`src/rtl/lshr_pkg.sv`:
```
// ----------------------------------------------------------------------------
// lshr_pkg
// Shared types and constants for the load statistics history ring.
// ----------------------------------------------------------------------------
package lshr_pkg;

  // item operation codes
  typedef enum logic [1:0] {
    OP_SAMPLE = 2'd0,
    OP_CLOSE  = 2'd1,
    OP_READ   = 2'd2,
    OP_NONE   = 2'd3
  } op_t;

  // result status codes
  localparam logic [1:0] STAT_OK    = 2'd0;
  localparam logic [1:0] STAT_EMPTY = 2'd1;
  localparam logic [1:0] STAT_RANGE = 2'd2;

  localparam logic [15:0] INTERVAL_RESET = 16'd120;
  localparam logic [15:0] COUNT_MAX      = 16'hFFFF;

  // radix-2 divider: one quotient bit per step
  localparam int DIV_STEPS = 32;
  localparam int DIV_CNT_W = 5;

  typedef struct packed {
    logic [1:0]  op;
    logic [31:0] bandwidth;
    logic [31:0] sessions;
    logic [5:0]  read_index;
  } in_item_t;

  typedef struct packed {
    logic [1:0]  status;
    logic [6:0]  entry_count;
    logic [31:0] bw_mean;
    logic [31:0] bw_max;
    logic [31:0] bw_min;
    logic [31:0] sess_mean;
    logic [31:0] sess_max;
    logic [31:0] sess_min;
    logic [15:0] interval_out;
  } out_item_t;

  // one stored history record
  typedef struct packed {
    logic [31:0] bw_mean;
    logic [31:0] bw_max;
    logic [31:0] bw_min;
    logic [31:0] sess_mean;
    logic [31:0] sess_max;
    logic [31:0] sess_min;
  } ring_entry_t;

  typedef enum logic [2:0] {
    S_IDLE,
    S_MUL,
    S_DINIT,
    S_DIV,
    S_READ,
    S_FINISH
  } state_t;

  // controller to datapath
  typedef struct packed {
    logic latch;
    logic mul;
    logic div_init;
    logic div_step;
    logic rd;
    logic commit;
  } cmd_t;

  // datapath to controller
  typedef struct packed {
    logic out_free;
  } sts_t;

endpackage

```
`src/rtl/lshr_ctrl.sv`:
```
// ----------------------------------------------------------------------------
// lshr_ctrl
// Sequencer: steps one request through multiply, divide, ring read and commit.
// ----------------------------------------------------------------------------
module lshr_ctrl
  import lshr_pkg::*;
(
  input  logic   clk,
  input  logic   rst_n,
  input  logic   in_valid,
  input  op_t    item_op,
  input  sts_t   sts,
  output logic   in_stall,
  output cmd_t   cmd
);

  state_t                 state_r, state_nxt;
  logic [DIV_CNT_W-1:0]   cnt_r, cnt_nxt;

  always_ff @(posedge clk) begin
    if (!rst_n) begin
      state_r <= S_IDLE;
      cnt_r   <= '0;
    end else begin
      state_r <= state_nxt;
      cnt_r   <= cnt_nxt;
    end
  end

  always_comb begin
    state_nxt = state_r;
    cnt_nxt   = cnt_r;
    cmd       = '0;
    in_stall  = 1'b1;
    case (state_r)
      S_IDLE: begin
        in_stall = 1'b0;
        if (in_valid) begin
          cmd.latch = 1'b1;
          case (item_op)
            OP_SAMPLE: state_nxt = S_MUL;
            OP_READ:   state_nxt = S_READ;
            default:   state_nxt = S_FINISH;
          endcase
        end
      end
      S_MUL: begin
        cmd.mul   = 1'b1;
        state_nxt = S_DINIT;
      end
      S_DINIT: begin
        cmd.div_init = 1'b1;
        cnt_nxt      = '0;
        state_nxt    = S_DIV;
      end
      S_DIV: begin
        cmd.div_step = 1'b1;
        cnt_nxt      = cnt_r + 1'b1;
        if (cnt_r == DIV_CNT_W'(DIV_STEPS - 1)) begin
          state_nxt = S_FINISH;
        end
      end
      S_READ: begin
        cmd.rd    = 1'b1;
        state_nxt = S_FINISH;
      end
      S_FINISH: begin
        // hold until the output register can take the result
        if (sts.out_free) begin
          cmd.commit = 1'b1;
          state_nxt  = S_IDLE;
        end
      end
      default: begin
        state_nxt = S_IDLE;
      end
    endcase
  end

endmodule

```
`config.mk`:
```
export PLATFORM = sky130hd
export DESIGN_NAME = lshr_ctrl
export DESIGN_NICKNAME = d
export VERILOG_FILES = /design/src/rtl/lshr_pkg.sv /design/src/rtl/lshr_ctrl.sv
export SDC_FILE = /design/constraint.sdc
export NUM_CORES = 1
export LEC_CHECK = 0
export ABC_AREA = 1
export BUFFER_PORTS_ARGS = -buffer_cell sky130_fd_sc_hd__buf_2
export CORE_AREA = 2 2 39 41
export DETAILED_ROUTE_END_ITERATION = 7
export DIE_AREA = 0 0 41 43
export PLACE_DENSITY_LB_ADDON = 0.1
export SYNTH_ARGS = -nofsm -noshare
export SYNTH_HDL_FRONTEND = slang
export SYNTH_SLANG_ARGS = --single-unit
```
`constraint.sdc`:
```
create_clock -name clk -period 1.1 [get_ports clk]
set_input_delay 0.11 -clock clk [delete_from_list [all_inputs] [get_ports clk]]
set_output_delay 0.11 -clock clk [all_outputs]
set_load 0.05 [all_outputs]
```
# Word level (Yosys, flattened, before mapping)
# Index checks and enable logic that the tools add are counted.
# Widths: inputs -> output; s select.
[totals]
ff_bits = 8
input_bits = 6
output_inout_bits = 7
word_cells = 32
[op_classes]
addsub = 1
eq_ne = 10
mux = 15
reduce_logical = 4
[ops]
columns = ["operator", "n"]
rows = [
  ["$pmux 3 s6", 1],
  ["$pmux 5 s2", 1],
  ["$mux 1", 9],
  ["$mux 3", 3],
  ["$eq 3x2->1 const B", 2],
  ["$eq 3x3->1 const B", 2],
  ["$ne 2x2->1 const B", 3],
  ["$pmux 3 s2", 1],
  ["$add 5x1->5 const B", 1],
  ["$eq 5x5->1 const B", 1],
  ["$eq 3x1->1 const B", 1],
  ["$logic_not 3->1", 1],
  ["$reduce_and 3->1", 1],
  ["$eq 2x2->1 const B", 1],
  ["$logic_not 2->1", 1],
  ["$reduce_bool 2->1", 1],
]

# Longest topological paths before layout
# Gate-level depths: netlist (run 1).
[logic_depth]
depth_word = 4
ltp_mapped = 9
depth_no_buf = 9

# Worst setup path after synthesis (run 1)
# OpenSTA, ideal clock, no wires.
[synth_path]
path_kind = "reg2reg"
from = "register state_r[0]"
to = "register state_r[1]"
setup_ns = 0.074
t_arrival_ns = 1.802
required_time_ns = 1.026
path_slack_ns = -0.777
path_stages_with_launch = 5
path_buffers = 0
period_less_slack_ns = 1.877
cell_sequence = "dfxtp_1 > inv_1 > nor3_1 > inv_1 > a31oi_1"
[synth_between]
elab_chain_len = 3
word_cells_on_any_way = 11
classes_between = "8 x eq/ne; 1 x mux; 2 x reduce/logical"
[synth_rtl]
columns = ["element", "line_no", "source"]
rows = [
  ["start, declared", "lshr_ctrl.sv:17", "state_t state_r, state_nxt;"],
  ["start signal, assigned", "lshr_ctrl.sv:25", "state_r <= state_nxt;"],
  ["$eq 3x2->1 (tied with other cells)", "lshr_ctrl.sv:35", "case (state_r)"],
  ["$ne 2x2->1 (no line)", "-", ""],
  ["$reduce_and 3->1 (no line)", "-", ""],
]
# Several ways; a longest one is shown, not always the timed one.
# A chain may end at the register's enable or synchronous reset.

==> results of run 1 <==
## layer usage
metal | up-vias | global-route usage | wire length (um)
met5 | - | 0 | 0
met4 | 0 | 0.120 | 48
met3 | 6 | 0.0471 | 66
met2 | 18 | 0.319 | 768
met1 | 261 | 0.174 | 555
li1 | 301 | - | -
## layout make-up
class / instances / area [um^2]
multi-input cells: 50 / 405
inverters: 13 / 53.8
well taps: 16 / 20.0
repair buffers: 34 / 303
clock buffers: 3 / 22.5
fillers: 120 / 405
flip-flops and latches: 8 / 174
## what timing repair did
| action | CTS | global route |
|---|---|---|
| gates resized for setup | 30 | 15 |
| pin swaps | 5 | 6 |
| endpoints found under the hold margin | 0 | 0 |
| setup buffers | 3 | 4 |
| setup endpoints to repair | 11 | 14 |
## cells by family (layout without fill, tap and decap cells)
kind of cell               Yosys count  count (layout)  synth area share
and+or+nand+nor                     39              39             0.406
buffers and inverters               13              50            0.0995
AOI/OAI and AO/OA                    9               9             0.117
DFF                                  8               8             0.327
adders and majority gates            2               2            0.0510
## registers in the layout, indices dropped and copies added (netlist names)
name	flops
state_r	3
cnt_r	5
## cells in the mapped netlist
cell / number / share of area
a21oi_1: 5 / 0.051
nor2_1: 10 / 0.077
nand2_4: 2 / 0.046
nand3_1: 3 / 0.031
a31oi_1: 1 / 0.013
a211oi_2: 1 / 0.026
nor3_1: 3 / 0.031
nand2_1: 14 / 0.11
a21oi_2: 1 / 0.018
nand3_2: 1 / 0.020
ha_1: 2 / 0.051
nor3_2: 1 / 0.020
inv_1: 11 / 0.084
nand2_2: 3 / 0.038
dfxtp_1: 8 / 0.33
nand4_1: 1 / 0.013
o21ai_0: 1 / 0.010
inv_2: 2 / 0.015
nor2_4: 1 / 0.023
## metrics by stage
step | total power [mW] | TNS (ns) | hold WS [ns] | util | std cells
after floorplan | 1.48 | -0.584 | 0.248 | - | 71
after global routing | 2.81 | -1.51 | 0.143 | 0.707 | 124
after CTS | 2.51 | -1.09 | 0.135 | 0.641 | 120
final | 2.66 | -0.885 | 0.141 | 0.707 | 124
after detailed placement | 1.91 | -0.332 | 0.413 | 0.546 | 114
after global placement | 1.89 | -0.200 | 0.411 | 0.546 | 114
## power breakdown
| part | switching, mW | total, mW | leakage [nW] | internal [mW] |
|---|---|---|---|---|
| logic | 1.02 | 1.89 | 0.362 | 0.866 |
| registers | 0.146 | 0.532 | 0.0680 | 0.386 |
| clock network | 0.114 | 0.239 | 0.0138 | 0.126 |
## how the worst max path moves through the flow
stage,start,slack (ns),cells past startpoint,endpoint
global placement,cnt_r[1]$_SDFFE_PN0P_,-0.09,9,state_r[0]$_SDFFE_PN0P_
detailed placement,cnt_r[1]$_SDFFE_PN0P_,-0.13,9,state_r[0]$_SDFFE_PN0P_
finish,state_r[1]$_SDFFE_PN0P_,-0.14,3,cmd[4]
global route,state_r[1]$_SDFFE_PN0P_,-0.18,3,cmd[4]
CTS,state_r[1]$_SDFFE_PN0P_,-0.15,3,cmd[4]
floorplan,state_r[1]$_SDFFE_PN0P_,-0.09,6,state_r[2]$_SDFFE_PN0P_
## critical path: cells and delay by family (launching register included)
kind                   cells  cell delay (ns)
and+or+nand+nor            1             0.19
buffers and inverters      2             0.30
DFF                        1             0.38
==> metrics, run 1 <==
status=complete, but fails checks; failing checks=setup timing; min Tclk post-route=1.24 ns; Hold Crit Class=input pin to register; Yosys cell types=19; largest net degree at the start of global routing=7; VDD IR max=0.00132 V; H-tree Lvls=1; Rel. slew slack=0.835; CTS tree=yes; Final WS setup=-0.140 ns; Area Growth Syn to Fin=99.5%; Finished Cell Area=978 um^2; clk_skew=0.00215 ns; port buffer count=12; dpl ws=-0.130 ns; Hold Path End=cnt_r[3]$_SDFFE_PN0P_; antenna violations before repair=0; CP Launch Type=register; GRT Overall Usage=0.184; hold_sp=rst_n; PwrDens=2720 mW/mm^2; synth warn=0; via/cell ratio=4.73; row count=14; DIE AREA=0.00176 mm^2; endpoints failing setup=12; buffers from clock root to sink, at most=2; Worst path max stage delay=0.38 ns; P_leak=0.444 nW; count of pins over their slew limit=0; initial core utilization=0.354; worst slew pin tran=0.244 ns; most frequent cells in the layout=buf_4 (16), buf_6 (10), nand2_1 (9); Avg Cell Area, Syn=6.91 um^2; routed len/inst=11.6 um; first-pass GRT wire length=2.08 mm; post-synthesis register bit count=8; Crit. End Element=output port; Synth Instances=71; Root Buffer=clkbuf_4; Die W=41 um; Fin. Hold Viols=0; RSZ-0062 raised after global routing=true; Core ar.=0.00138 mm^2; Placer Congestion=0.716; placed cell areas=756 um^2; cts bufs inserted=3; Reg-to-Reg Start=cnt_r[1]$_SDFFE_PN0P_; n_diodes=0; Layout Nets=118; clk slew on worst S/H paths=0.06 ns; Crit Path Class=register to output port; slowest CP cell=dfxtp_4; routed wire length=1.44 mm; 1st-pass router iterations=4; Die Y=43 um; FF-to-FF End=state_r[0]$_SDFFE_PN0P_; drc violations=0; Synth Cell Area=490 um^2; # clock sinks=8; most common cell after layout, fill and taps aside=buf_4; crit path max fanout=6; remaining global-route overflow=0; vias in the first global route=544; sequence of cells on the critical path=buf_6 -> nor3_4 -> buf_6; hold depth=3; crit path DAT=1.13 ns; most frequent CP cell=buf_6; share of cells above drive strength 1=0.713; HPWL Detailed=969 um; CTS Hold Bufs=0; Clock Latency Late Sink=0.26 ns; share of the yosys chip area belonging to registers=0.327; max cap viols=0; Via Count=586; antenna-violating nets left=0; drt first-iter violations=12; syn nets=79; Peak Freq=806 MHz; Tcrit/Tclk final=1.13; # IOs=13; Req. time, crit path=0.99 ns; flop2flop setup slack=-0.13 ns; worst-case reg-to-reg path depth=9
(Power assumes the default switching activity.)
==> inputs of run 2 (changes only) <==
--- a/config.mk
+++ b/config.mk
@@ -7,9 +7,11 @@
 export LEC_CHECK = 0
 export ABC_AREA = 1
 export BUFFER_PORTS_ARGS = -buffer_cell sky130_fd_sc_hd__buf_2
-export CORE_AREA = 2 2 39 41
+export CELL_PAD_IN_SITES_DETAIL_PLACEMENT = 2
+export CELL_PAD_IN_SITES_GLOBAL_PLACEMENT = 2
+export CORE_MARGIN = 10
+export CORE_UTILIZATION = 23
 export DETAILED_ROUTE_END_ITERATION = 7
-export DIE_AREA = 0 0 41 43
 export PLACE_DENSITY_LB_ADDON = 0.1
 export SYNTH_ARGS = -nofsm -noshare
 export SYNTH_HDL_FRONTEND = slang
==> metrics, run 2 (same netlist as run 1, synthesis figures left out) <==
status=complete, but fails checks; failing checks=setup timing; dpl ws=-0.178 ns (-0.0479 ns); max reg flops=5 (unchanged); Fin. Hold Viols=0 (unchanged); Crit. End Element=register; worst slew pin tran=0.318 ns (+0.0737 ns); sequence of cells on the critical path=ha_4 -> nand2_2 -> nor2_2 -> ha_2 -> inv_2 -> nand2_4 -> nand2_2 -> a21oi_2 -> nor2_1; min Tclk post-route=1.33 ns (+0.0937 ns); # IOs=13 (unchanged); Tot Pwr=3.12 mW (+17%); Hold Crit Class=input pin to register; hold_sp=rst_n; Die Y=66.2 um (+54%); GRT Overall Usage=0.122 (-0.0622); setup_tns=-2.09 ns (-1.21 ns); Final Non-Filler Cells=143 (+15%); Placer Congestion=0.769 (+7.4%); initial core utilization=0.245 (-0.109); HPWL Detailed=1.55 mm (+60%); VDD IR max=0.00151 V (+14%); port buffer count=12 (unchanged); share of cells above drive strength 1=0.767 (+0.0543); max cap viols=0 (unchanged); Tcrit/Tclk final=1.21 (+0.0851); Final Util=0.551 (-0.156); clk_skew=0.00962 ns (+0.00747 ns); count of pins over their slew limit=0 (unchanged); # clock sinks=8 (unchanged); most frequent CP cell=nand2_2; drc violations=0 (unchanged); first-pass GRT wire length=4.06 mm (+96%); Most flops, register=cnt_r; Critical Path Source=cnt_r[0]$_SDFFE_PN0P_; hold depth=3 (unchanged); crit path DAT=1.49 ns (+0.36 ns); P_leak=0.523 nW (+18%); Layout Nets=125 (+5.9%); antenna-violating nets left=0 (unchanged); drt first-iter violations=25 (+13); Crit Path Class=register to register; CP Launch Type=register; routed len/inst=21.2 um (+83%); row count=16 (+2); flop2flop setup slack=-0.23 ns (-0.10 ns); Peak Freq=750 MHz (-7.0%); Worst path max stage delay=0.36 ns (-0.02 ns); slowest CP cell=dfxtp_2; buffers from clock root to sink, at most=2 (unchanged); RSZ-0062 raised after global routing=true; Via Count=665 (+13%); PwrDens=2830 mW/mm^2 (+4.0%); vias in the first global route=763 (+40%); placed cell areas=785 um^2 (+3.8%); Root Buffer=clkbuf_4; n_diodes=0 (unchanged); via/cell ratio=4.65 (-1.6%); Top Registers=cnt_r: 5 flops, state_r: 3 flops; Req. time, crit path=1.25 ns (+0.26 ns); DIE AREA=0.00438 mm^2 (+150%); Finished Cell Area=0.00110 mm^2 (+13%); most frequent cells in the layout=buf_4 (20), buf_6 (12), nand2_4 (8), nand2_1 (8), inv_1 (7); Clock Latency Late Sink=0.28 ns (+0.02 ns); clk slew on worst S/H paths=0.07 ns (about the same); FF-to-FF End=state_r[0]$_SDFFE_PN0P_; Reg-to-Reg Start=cnt_r[0]$_SDFFE_PN0P_; Final WS setup=-0.234 ns (-0.0937 ns); 1st-pass router iterations=4 (unchanged); cts bufs inserted=3 (unchanged); most common cell after layout, fill and taps aside=buf_4; DP Cell Count=127 (+11%); WHS=0.149 ns (+0.00860 ns); Area Growth Syn to Fin=125%; H-tree Lvls=1 (unchanged); remaining global-route overflow=0 (unchanged); largest net degree at the start of global routing=7 (unchanged); Hold Path End=state_r[2]$_SDFFE_PN0P_; Die W=66.2 um (+61%); crit path max fanout=4 (-2); worst-case reg-to-reg path depth=9 (unchanged); routed wire length=3.04 mm (+110%); CTS tree=yes; antenna violations before repair=0 (unchanged); Core ar.=0.00200 mm^2 (+45%); endpoints failing setup=14 (+2); Rel. slew slack=0.788 (-0.0476)
==> run 2: changes by cell type in the layout (fill, tap and decap cells not counted), moves of 2 or more <==
cell     change
nand2_2      -3
nor2_2       +2
nand2_4      +4
buf_4        +4
buf_6        +2
==> run 2: final cells by class <==
class	count	area, um^2
inverter	13	56.3
sequential	8	175
timing repair buffer	41	370
tap	27	33.8
fill	211	898
multi-input combinational	50	442
clock buffer	4	26.3
==> run 2: per-layer routing <==
| layer | GRT usage | routed length (um) | up-vias |
|---|---|---|---|
| met2 | 0.220 | 1600 | 14 |
| met3 | 0.0356 | 101 | 4 |
| met1 | 0.141 | 1300 | 331 |
| met5 | 0 | 0 | - |
| met4 | 0.0131 | 38 | 0 |
| li1 | - | - | 316 |
==> run 2: worst max path at each step <==
stage | endpoint | slack (ns) | depth (start not counted)
6_report | state_r[0]$_SDFFE_PN0P_ | -0.23 | 9
5_1_grt | state_r[2]$_SDFFE_PN0P_ | -0.28 | 9
4_1_cts | cmd[4] | -0.16 | 3
3_5_place_dp | state_r[0]$_SDFFE_PN0P_ | -0.18 | 9
3_3_place_gp | state_r[0]$_SDFFE_PN0P_ | -0.11 | 9
2_1_floorplan | state_r[2]$_SDFFE_PN0P_ | -0.09 | 6
==> run 2: report_power, final <==
| part | leakage [nW] | internal (mW) | switching [mW] | total, mW |
|---|---|---|---|---|
| clock | 0.0150 | 0.141 | 0.135 | 0.275 |
| combinational | 0.439 | 1.01 | 1.28 | 2.29 |
| sequential | 0.0685 | 0.386 | 0.169 | 0.554 |
| total | 0.523 | 1.53 | 1.59 | 3.12 |
==> run 2: repair_timing <==
action,in CTS,in global routing
gates resized for setup,37,22
setup endpoints to repair,12,15
buffers inserted,9,3
pin swaps,14,14
hold buffers,0,0
==> run 2: worst max-delay path: cells and delay by family, from the launching register on <==
family | cells | cell delay [ns]
AO/OA/AOI/OAI | 1 | 0.11
adder cells (fa/ha/maj) | 2 | 0.33
AND/OR/NAND/NOR | 5 | 0.37
buffers and inverters | 1 | 0.04
flip-flops | 1 | 0.36
==> inputs of run 3 (changes only) <==
--- a/config.mk
+++ b/config.mk
@@ -13,6 +13,7 @@
 export CORE_UTILIZATION = 23
 export DETAILED_ROUTE_END_ITERATION = 7
 export PLACE_DENSITY_LB_ADDON = 0.1
+export RECOVER_POWER = 100
 export SYNTH_ARGS = -nofsm -noshare
 export SYNTH_HDL_FRONTEND = slang
 export SYNTH_SLANG_ARGS = --single-unit
==> metrics, run 3 (same netlist as run 1, synthesis figures left out) <==
DIE AREA=0.00438 mm^2 (unchanged); endpoints failing setup=14 (unchanged); Placer Congestion=0.769 (unchanged); HPWL Detailed=1.55 mm (unchanged); Buf/Inv on CP=1 (unchanged); Final Util=0.549 (-0.00250); most frequent CP cell=nand2_2; Final WS setup=-0.234 ns (+0.000182 ns); Die W=66.2 um (unchanged); VDD IR max=0.00151 V (-0.12%); Top Registers=cnt_r: 5 flops, state_r: 3 flops; antenna violations before repair=0 (unchanged); share of cells above drive strength 1=0.759 (-0.00862); worst slew pin tran=0.319 ns (+0.000623 ns); PwrDens=2840 mW/mm^2 (+0.43%); CTS tree=yes; CP Launch Type=register; remaining global-route overflow=0 (unchanged); crit path max fanout=4 (unchanged); Tcrit/Tclk final=1.21 (about the same); most frequent cells in the layout=buf_4 (20), buf_6 (12), nand2_4 (8), nand2_1 (8), inv_1 (7); Fill cells=211 (unchanged); Largest delay share family, worst path=simple AND/OR/NAND/NOR gates; Die Y=66.2 um (unchanged); vias in the first global route=763 (unchanged); register area=175 um^2 (unchanged); row count=16 (unchanged); count of pins over their slew limit=0 (unchanged); # clock sinks=8 (unchanged); port buffer count=12 (unchanged); max reg flops=5 (unchanged); RSZ-0062 raised after global routing=true; cts bufs inserted=3 (unchanged); antenna-violating nets left=0 (unchanged); Via Count=659 (-0.90%); GRT Overall Usage=0.122 (unchanged); Most flops, register=cnt_r; Worst path max stage delay=0.36 ns (about the same); Root Buffer=clkbuf_4; Rel. slew slack=0.787 (about the same); P_leak=0.522 nW (-0.12%); H-tree Lvls=1 (unchanged); via/cell ratio=4.61 (-0.90%); status=complete, but fails checks; n_diodes=0 (unchanged); # IOs=13 (unchanged); routed len/inst=21.2 um (about the same); Clock Latency Late Sink=0.28 ns (about the same); most common cell after layout, fill and taps aside=buf_4; Core ar.=0.00200 mm^2 (unchanged); clk slew on worst S/H paths=0.07 ns (about the same); Crit. End Element=register; initial core utilization=0.245 (unchanged); first-pass GRT wire length=4.06 mm (unchanged); slowest CP cell=dfxtp_2; largest net degree at the start of global routing=7 (unchanged); min Tclk post-route=1.33 ns (-0.000182 ns); crit path DAT=1.49 ns (about the same); 1st-pass router iterations=4 (unchanged); Fin. Hold Viols=0 (unchanged); sequence of cells on the critical path=ha_4 -> nand2_2 -> nor2_2 -> ha_2 -> inv_2 -> nand2_4 -> nand2_2 -> a21oi_2 -> nor2_1; max cap viols=0 (unchanged); CTS Hold Bufs=0 (unchanged); Area Growth Syn to Fin=124%; setup_tns=-2.09 ns (+0.000840 ns); Multi-input gate area=437 um^2 (-1.1%); Layout Nets=125 (unchanged); drc violations=0 (unchanged); clk_skew=0.00961 ns (-0.00000703 ns); drt first-iter violations=17 (-32%); Req. time, crit path=1.25 ns (about the same); Crit Path Class=register to register; failing checks=setup timing; Hold Crit Class=input pin to register; routed wire length=3.03 mm (about the same); buffers from clock root to sink, at most=2 (unchanged); Peak Freq=750 MHz (about the same)
## run 3: cell counts in the layout (fill, tap and decap cells not counted)
Identical to the previous run, type by type.
## run 3: worst register-to-register path: cells and delay by family, from the launching register on
family,cells,cell delay [ns]
adders and majority gates,2,0.33
buffers and inverters,1,0.04
DFF,1,0.36
AOI/OAI and AO/OA,1,0.11
and+or+nand+nor,5,0.37
## run 3: final cells by class
type | count | share of cell area
clock buffer | 4 | 0.0239
inverter | 13 | 0.0513
multi-input combinational | 50 | 0.397
sequential | 8 | 0.159
tap | 27 | 0.0308
timing repair buffer | 41 | 0.337
## run 3: stage by stage
| step | setup slack, ns | area, um^2 | std cells | hold WS, ns | total power [mW] |
|---|---|---|---|---|---|
| 6_report | -0.234 | 1100 | 143 | 0.142 | 3.12 |
| 5_1_grt | -0.283 | 1100 | 143 | 0.160 | 3.26 |
| 4_1_cts | -0.163 | 993 | 140 | 0.134 | 2.77 |
| 3_5_place_dp | -0.178 | 785 | 127 | 0.419 | 2.02 |
| 3_3_place_gp | -0.111 | 785 | 127 | 0.411 | 1.99 |
| 2_1_floorplan | -0.0943 | 563 | 71 | 0.248 | 1.48 |
## run 3: per-layer routing
metal,global-route usage,up-vias,share of wire
met4,0.0131,0,0.013
li1,-,316,-
met2,0.220,14,0.53
met1,0.141,325,0.43
met5,0,-,0
met3,0.0356,4,0.033
## run 3: final timing paths
path | start | end | slack (ns) | depth (start not counted)
worst min-delay path | rst_n | cnt_r[3]$_SDFFE_PN0P_ | 0.14 | 3
worst min register to register | cnt_r[4]$_SDFFE_PN0P_ | cnt_r[4]$_SDFFE_PN0P_ | 0.51 | 2
worst max-delay path | cnt_r[0]$_SDFFE_PN0P_ | state_r[0]$_SDFFE_PN0P_ | -0.23 | 9
worst max register to register | cnt_r[0]$_SDFFE_PN0P_ | state_r[0]$_SDFFE_PN0P_ | -0.23 | 9
## run 3: power breakdown
| part | internal [mW] | switching (mW) | total (mW) |
|---|---|---|---|
| combinational | 1.01 | 1.28 | 2.29 |
| sequential | 0.386 | 0.168 | 0.554 |
| clock | 0.141 | 0.135 | 0.276 |
## run 3: what timing repair did
action,CTS,global route
setup buffers,9,3
gates resized for setup,37,22
pin swaps,14,14
endpoints found under the setup margin,12,15
